--- src/rtl/brt_pkg.sv ---
`default_nettype none
package brt_pkg;

   localparam int CAPACITY_DEF = 32;
   localparam int ENTRIES_W    = 6;

   // Command codes.
   localparam logic [1:0] CMD_INSERT = 2'd0;
   localparam logic [1:0] CMD_REMOVE = 2'd1;
   localparam logic [1:0] CMD_POINT  = 2'd2;
   localparam logic [1:0] CMD_BOX    = 2'd3;

   // Status codes.
   localparam logic [1:0] ST_DONE     = 2'd0;
   localparam logic [1:0] ST_NOTFOUND = 2'd1;
   localparam logic [1:0] ST_FULL     = 2'd2;

   // One stored box, laid out as the request data word.
   typedef struct packed {
      logic [15:0] hz;
      logic [15:0] hy;
      logic [15:0] hx;
      logic [15:0] lz;
      logic [15:0] ly;
      logic [15:0] lx;
      logic [31:0] id;
   } slot_type;

   // Per-cell update controls.
   typedef struct packed {
      logic load;
      logic shift;
   } cell_ctl_type;

endpackage
`default_nettype wire

--- src/rtl/brt_cell.sv ---
`default_nettype none
module brt_cell (
   input  wire                   clock,
   input  brt_pkg::cell_ctl_type ctl,
   input  brt_pkg::slot_type     req,
   input  wire  [1:0]            cmd,
   input  wire                   overlap,
   input  brt_pkg::slot_type     nxt,
   output brt_pkg::slot_type     q,
   output logic                  id_eq,
   output logic                  box_hit
);

   brt_pkg::slot_type slot_ff;
   logic in_pt, in_box, ovl;

   // Storage: load from the request, or take the neighbor's box on removal.
   always_ff @(posedge clock) begin
      if (ctl.load) begin
         slot_ff <= req;
      end else if (ctl.shift) begin
         slot_ff <= nxt;
      end
   end

   assign q     = slot_ff;
   assign id_eq = (slot_ff.id == req.id);

   // Geometric tests against the broadcast request.
   always_comb begin
      in_pt  = ($signed(slot_ff.lx) <= $signed(req.lx)) && ($signed(req.lx) <= $signed(slot_ff.hx))
            && ($signed(slot_ff.ly) <= $signed(req.ly)) && ($signed(req.ly) <= $signed(slot_ff.hy))
            && ($signed(slot_ff.lz) <= $signed(req.lz)) && ($signed(req.lz) <= $signed(slot_ff.hz));
      in_box = ($signed(req.lx) <= $signed(slot_ff.lx)) && ($signed(slot_ff.hx) <= $signed(req.hx))
            && ($signed(req.ly) <= $signed(slot_ff.ly)) && ($signed(slot_ff.hy) <= $signed(req.hy))
            && ($signed(req.lz) <= $signed(slot_ff.lz)) && ($signed(slot_ff.hz) <= $signed(req.hz));
      ovl    = ($signed(slot_ff.lx) <= $signed(req.hx)) && ($signed(req.lx) <= $signed(slot_ff.hx))
            && ($signed(slot_ff.ly) <= $signed(req.hy)) && ($signed(req.ly) <= $signed(slot_ff.hy))
            && ($signed(slot_ff.lz) <= $signed(req.hz)) && ($signed(req.lz) <= $signed(slot_ff.hz));
      if (cmd == brt_pkg::CMD_POINT) begin
         box_hit = in_pt;
      end else begin
         box_hit = in_box || (overlap && ovl);
      end
   end

endmodule
`default_nettype wire

--- config.mk ---
export PLATFORM = sky130hd
export DESIGN_NAME = brt_cell
export DESIGN_NICKNAME = d
export VERILOG_FILES = /design/src/rtl/brt_pkg.sv /design/src/rtl/brt_cell.sv
export SDC_FILE = /design/constraint.sdc
export NUM_CORES = 1
export LEC_CHECK = 0
export BUFFER_PORTS_ARGS = -buffer_cell sky130_fd_sc_hd__buf_2
export CORE_AREA = 2 2 153 155
export CTS_CLUSTER_SIZE = 30
export DETAILED_ROUTE_END_ITERATION = 7
export DIE_AREA = 0 0 155 157
export PLACE_DENSITY = 0.8
export RECOVER_POWER = 100
export SYNTH_ARGS = -nofsm -noshare
export SYNTH_HDL_FRONTEND = slang
export SYNTH_SLANG_ARGS = --single-unit
export TNS_END_PERCENT = 1
--- constraint.sdc ---
create_clock -name clock -period 4.85 [get_ports clock]
set_clock_uncertainty 0.2 [all_clocks]
set_input_delay 0.97 -clock clock [delete_from_list [all_inputs] [get_ports clock]]
set_output_delay 0.97 -clock clock [all_outputs]
set_load 0.05 [all_outputs]
==> impl_metrics.env, run 1 <==
export IMPL_yosys_register_bits=128
export IMPL_coreArea_sq_um=22500
export IMPL_cts_root_buf="clkbuf_16"
export IMPL_firstDrtPassIters=5
export IMPL_async_flop_share_pct=0
export IMPL_maxSlewHeadroom_pct=-122
export IMPL_grt_overflow_total=0
export IMPL_startpoint_type="input pin"
export IMPL_htreeDepth=4
export IMPL_dp_cells=1630
export IMPL_final_cell_area_sq_um=13200
export IMPL_post_cts_buffers=0
export IMPL_ir_drop_mv=0.209
export IMPL_grt_max_degree=129
export IMPL_synth_top_area_cell="edfxtp_1"
export IMPL_path_cells="buf_2 > inv_1 > ha_1 > a21o_1 > a21o_1 > a221o_1 > o21ai_1 > mux2_1 > a2111o_1 > o21ai_1 > a22o_1 > buf_4"
export IMPL_area_growth_pct=25.8
export IMPL_hp_class="input pin to flop"
export IMPL_path_class="input pin to output pin"
export IMPL_synth_area_leaders="edfxtp_1 37%, ha_1 23%, mux2_2 14%"
export IMPL_syn_area_sq_um=10500
export IMPL_grt_pass1_vias=9184
export IMPL_portBuffers=391
export IMPL_finalSetupViolCount=0
export IMPL_rsz0062_at_grt="false"
export IMPL_cts_buffers=17
export IMPL_antenna_found_initial=9
export IMPL_period_share_pct=97.3
export IMPL_path_buf_inv=3
export IMPL_hpwl_microns=25000
export IMPL_report_final_hold_viol_count=0
export IMPL_seq_area_frac_synth_pct=36.6
export IMPL_clkSlewWorstSetupHoldPaths_ps=70
export IMPL_finalMaxSlewViolations=187
export IMPL_place_area_sq_um=12800
export IMPL_yosys_warnings=0
export IMPL_vias_per_cell=5.42
export IMPL_min_period_ps=4720
export IMPL_worstMarginPinSlew_ps=3330
export IMPL_fill_cells=1976
export IMPL_synth_distinct_cells=52
export IMPL_drive_above_1_share_pct=31.2
export IMPL_die_area_sq_um=24300
export IMPL_clkSinkCount=128
export IMPL_synth_main_ff_cell="edfxtp_1"
export IMPL_grt_pass1_wl_microns=46900
export IMPL_drc=0
export IMPL_avgSynthCellArea_sq_um=10.9
export IMPL_clockBufferDepth=2
export IMPL_powerDensity_nw_per_um2=319
export IMPL_leakagePower_nw=6.37
export IMPL_synthTopCellsByCount="192 x ha_1, 155 x inv_1, 128 x edfxtp_1, 128 x mux2_2, 59 x a21oi_1"
export IMPL_postRouteAntennaNets=0
export IMPL_start_util_pct=46.7
export IMPL_syn_num_nets=1418
export IMPL_wl_per_cell_microns=18.6
export IMPL_grt_usage_pct=24.8
export IMPL_status="finished, violations left"
export IMPL_crit_family="compound AO/OA/AOI/OAI gates"
export IMPL_crit_required_ps=3680
export IMPL_synth_edf_count=128
export IMPL_crit_slowest_cell="a2111o_1"
export IMPL_violations="capacitance limit, slew limit"
export IMPL_drtIter0Drc=440
export IMPL_via_count=9050
export IMPL_critPathArrivalTime_ps=3550
export IMPL_core_rowCount=55
export IMPL_fin_nets=1818
export IMPL_ioPinCount=392
export IMPL_netlist_instances=964
export IMPL_drt_total_wl_microns=31000
export IMPL_synth_most_common_cell="ha_1"
export IMPL_largest_reg_flops=128
export IMPL_slowest_delay_ps=430
export IMPL_setup_tns_ps=0
export IMPL_synth_top_cell_area_share_pct=36.6
export IMPL_routabilityCongestion=0.883
export IMPL_end_kind="output pin"
export IMPL_startpoint="req[85]"
export IMPL_die_h_microns=157
export IMPL_worst_path_max_fanout=2
export IMPL_cts_tree="yes"
export IMPL_fmax_ghz=0.212
export IMPL_die_w_microns=155
export IMPL_cap_violations=2
export IMPL_stdcell_count=1669
export IMPL_hold_start="nxt[126]"
-- routing by layer --
layer | track usage, % | vias to the layer above | routed length (microns)
li1 | - | 4376 | -
met1 | 29.5 | 4276 | 13000
met2 | 44.2 | 339 | 15400
met3 | 5.48 | 55 | 1750
met4 | 8.73 | 4 | 811
met5 | 0 | - | 27
-- cells by family (layout without fill, tap and decap cells) --
group,count (synthesis),after routing,synth area share (%)
AOI/OAI and AO/OA,155,155,9.37
xor gates and xnor gates,32,32,2.67
adders and majority gates,192,192,22.8
buffers and inverters,169,582,6.03
DFF,128,128,36.6
muxes,136,136,14.6
other,0,7,0
and+or+nand+nor,152,152,7.97
-- path summary, 6_finish.rpt --
kind / end / slack [ps] / cells past startpoint
min: q[126] / 630 / 2
max: box_hit / 130 / 12
-- cells in the final DEF, fill, tap and decap left out, types with 6 or more instances in the layout --
| cell | netlist | layout |
|---|---|---|
| mux2_2 | 128 | 128 |
| a21oi_1 | 59 | 59 |
| nor4_1 | 11 | 11 |
| clkbuf_1 | 14 | 130 |
| nand2_1 | 29 | 29 |
| diode_2 | 0 | 7 |
| nor2_1 | 20 | 20 |
| inv_1 | 155 | 155 |
| nand3_1 | 12 | 12 |
| clkbuf_16 | 0 | 17 |
| o21ai_1 | 6 | 6 |
| ha_1 | 192 | 192 |
| buf_2 | 0 | 260 |
| a211oi_1 | 8 | 8 |
| nor2b_1 | 16 | 16 |
| edfxtp_1 | 128 | 128 |
| o21a_1 | 6 | 6 |
| a21o_1 | 26 | 26 |
| xor2_1 | 32 | 32 |
| o21ai_0 | 15 | 15 |
| o211ai_1 | 7 | 7 |
| nand4_1 | 38 | 38 |
-- stage by stage --
step | setup slack, ps | hold WS, ps | utilization [%] | total power [mW]
6_report | 131 | 634 | 58.8 | 4.22
4_1_cts | 42.8 | 627 | 59.6 | 4.26
2_1_floorplan | 384 | 990 | - | 2.49
3_3_place_gp | 54.3 | 1070 | 57.0 | 2.92
3_5_place_dp | 46.2 | 1070 | 57.0 | 2.96
5_1_grt | 20.8 | 621 | 58.7 | 4.43
-- power breakdown --
part,total (mW),switching (mW),leakage (nW),internal [mW]
Combinational,1.44,0.944,4.78,0.492
Clock,1.29,0.608,0.279,0.684
Sequential,1.49,0.121,1.30,1.37
-- final cells by class --
class	count	area, sq um	share of cell area [%]
multi-input combinational	667	6040	45.6
sequential	128	3840	29.1
timing repair buffer	395	1820	13.8
inverter	155	582	4.40
clock buffer	17	425	3.22
tap	285	357	2.70
clock inverter	15	145	1.10
antenna	7	17.5	0.132
-- timing repair --
item                                    CTS  global route
resized for setup                         0             2
endpoints found under the setup margin    0             1
hold buffers                              0             0
Note: power is estimated with default switching activity, not from simulation.
==> run 2: changes to the inputs <==
CELL_PAD_IN_SITES_DETAIL_PLACEMENT = 1   (was unset)
CELL_PAD_IN_SITES_GLOBAL_PLACEMENT = 1   (was unset)
CORE_AREA = unset   (was 2 2 153 155)
CORE_MARGIN = 2   (was unset)
CORE_UTILIZATION = 38   (was unset)
DIE_AREA = unset   (was 0 0 155 157)
PLACE_DENSITY = 0.85   (was 0.8)
==> run 2 against run 1 <==
Sequential share of layout area fell by 0.24 points; sequential power barely moved; critical path depth unchanged; final cell count grew 3.3%; design area up 0.82%; total power up 3.6%; non-clock buffer count is the same; the flow still finishes with violations (capacitance limit, slew limit); global-route usage decreased by 0.26 points; core utilization fell by 9.4 points; combinational power up 3%; worst setup slack worse by 35 ps.
==> impl_metrics.env, run 2 (synthesis results as in run 1) <==
export IMPL_dp_cells=1686
export IMPL_clkSlewWorstSetupHoldPaths_ps=70
export IMPL_pwr_share_clk_pct=31.9
export IMPL_p_switching_mw=1.73
export IMPL_finalSetupViolCount=0
export IMPL_cts_tree="yes"
export IMPL_cap_violations=1
export IMPL_hpwl_microns=29800
export IMPL_portBuffers=391
export IMPL_path_class="input pin to output pin"
export IMPL_drtIter0Drc=418
export IMPL_routabilityCongestion=0.886
export IMPL_cts_root_buf="clkbuf_16"
export IMPL_stdcell_count=1724
export IMPL_grt_overflow_total=0
export IMPL_largest_reg_flops=128
export IMPL_fin_nets=1818
export IMPL_startpoint_type="input pin"
export IMPL_crit_required_ps=3680
export IMPL_p_comb_share_pct=33.9
export IMPL_ir_drop_mv=0.164
export IMPL_end_kind="output pin"
export IMPL_period_share_pct=98.0
export IMPL_switching_share_pct=39.6
export IMPL_seq_power_share_pct=34.2
export IMPL_leakagePower_nw=6.38
export IMPL_violations="capacitance limit, slew limit"
export IMPL_drive_above_1_share_pct=31.1
export IMPL_status="finished, violations left"
export IMPL_finalPower_mw=4.37
export IMPL_rsz0062_at_grt="false"
export IMPL_worst_path_max_fanout=2
export IMPL_die_h_microns=170
export IMPL_powerDensity_nw_per_um2=328
export IMPL_crit_family="compound AO/OA/AOI/OAI gates"
export IMPL_internal_power_mw=2.64
export IMPL_fill_cells=3151
export IMPL_final_common_cell="buf_2"
export IMPL_drc=0
export IMPL_critPathArrivalTime_ps=3580
export IMPL_report_final_hold_viol_count=0
export IMPL_crit_slowest_cell="a2111o_1"
export IMPL_postRouteAntennaNets=0
export IMPL_drt_total_wl_microns=36300
export IMPL_path_buf_inv=3
export IMPL_clockBufferDepth=2
export IMPL_slowest_delay_ps=430
export IMPL_vias_per_cell=5.44
export IMPL_hp_class="input pin to flop"
export IMPL_clkSinkCount=128
export IMPL_grt_max_degree=79
export IMPL_hold_buffers=0
export IMPL_coreArea_sq_um=27000
export IMPL_htreeDepth=4
export IMPL_fmax_ghz=0.210
export IMPL_finalMaxSlewViolations=45
export IMPL_ioPinCount=392
export IMPL_area_growth_pct=26.8
export IMPL_grt_pass1_vias=10300
export IMPL_worstMarginPinSlew_ps=2690
export IMPL_grt_usage_pct=24.5
export IMPL_die_w_microns=170
export IMPL_layout_common_cells="260 x buf_2, 192 x ha_1, 155 x inv_1"
export IMPL_core_rowCount=60
export IMPL_path_cells="buf_2 > inv_1 > ha_1 > a21o_1 > a21o_1 > a221o_1 > o21ai_1 > mux2_1 > a2111o_1 > o21ai_1 > a22o_1 > buf_4"
export IMPL_start_util_pct=38.9
export IMPL_antenna_found_initial=6
export IMPL_die_area_sq_um=29000
export IMPL_wl_per_cell_microns=21.1
export IMPL_grt_pass1_wl_microns=54400
export IMPL_setup_tns_ps=0
export IMPL_cts_buffers=17
export IMPL_maxSlewHeadroom_pct=-79.6
export IMPL_min_period_ps=4750
export IMPL_fin_util_pct=49.3
export IMPL_firstDrtPassIters=5
export IMPL_via_count=9370
## run 2: cell types whose count changed in the layout (fill, tap and decap cells not counted), sizes merged
cell,change
bufinv,+2
clkinv,-2
buf,+1
clkbuf,-1
clkinvlp,+1
diode,-1
inv,-1
## run 2: area by class of cell
type / count / area, sq um / area share [%]
Multi-Input combinational cell: 667 / 6040 / 45.3
Sequential cell: 128 / 3840 / 28.8
Timing Repair Buffer: 395 / 1830 / 13.7
Inverter: 155 / 582 / 4.36
Tap cell: 341 / 427 / 3.20
Clock buffer: 17 / 425 / 3.19
Clock inverter: 15 / 174 / 1.30
Antenna cell: 6 / 15.0 / 0.113
## run 2: what timing repair did
action                                  in CTS  in global routing
resized for setup                            0                  2
endpoints found under the setup margin       0                  1
buffers inserted                             0                  0
## run 2: power groups by stage
stage	Combinational [mW]	Sequential, mW	Clock (mW)
CTS	1.52	1.49	1.42
global route	1.61	1.51	1.46
global placement	1.43	1.51	0
detailed placement	1.50	1.51	0
floorplan	0.596	1.90	0
finish	1.48	1.49	1.39
## run 2: per-layer routing
layer  GRT usage, %  vias to the layer above  share of wire (%)
met5              0                        -              0.036
met4           9.70                        2                3.5
met3           5.70                       81                6.4
met2           44.4                      371                 51
met1           27.8                     4538                 40
li1               -                     4378                  -
## run 2: path summary, 6_finish.rpt
path | slack [ps] | startpoint | end | cells after the start
setup / recovery | 100 | req[85] | box_hit | 12
hold / removal | 640 | nxt[123] | q[123] | 2
## run 2: per-stage QoR
step | cell area [sq um] | setup WS [ps] | hold WS (ps)
6_report | 13300 | 95.9 | 636
5_1_grt | 13300 | 7.61 | 621
4_1_cts | 13500 | 15.9 | 618
3_5_place_dp | 12900 | 29.7 | 1080
3_3_place_gp | 12900 | 51.3 | 1070
2_1_floorplan | 10500 | 384 | 990
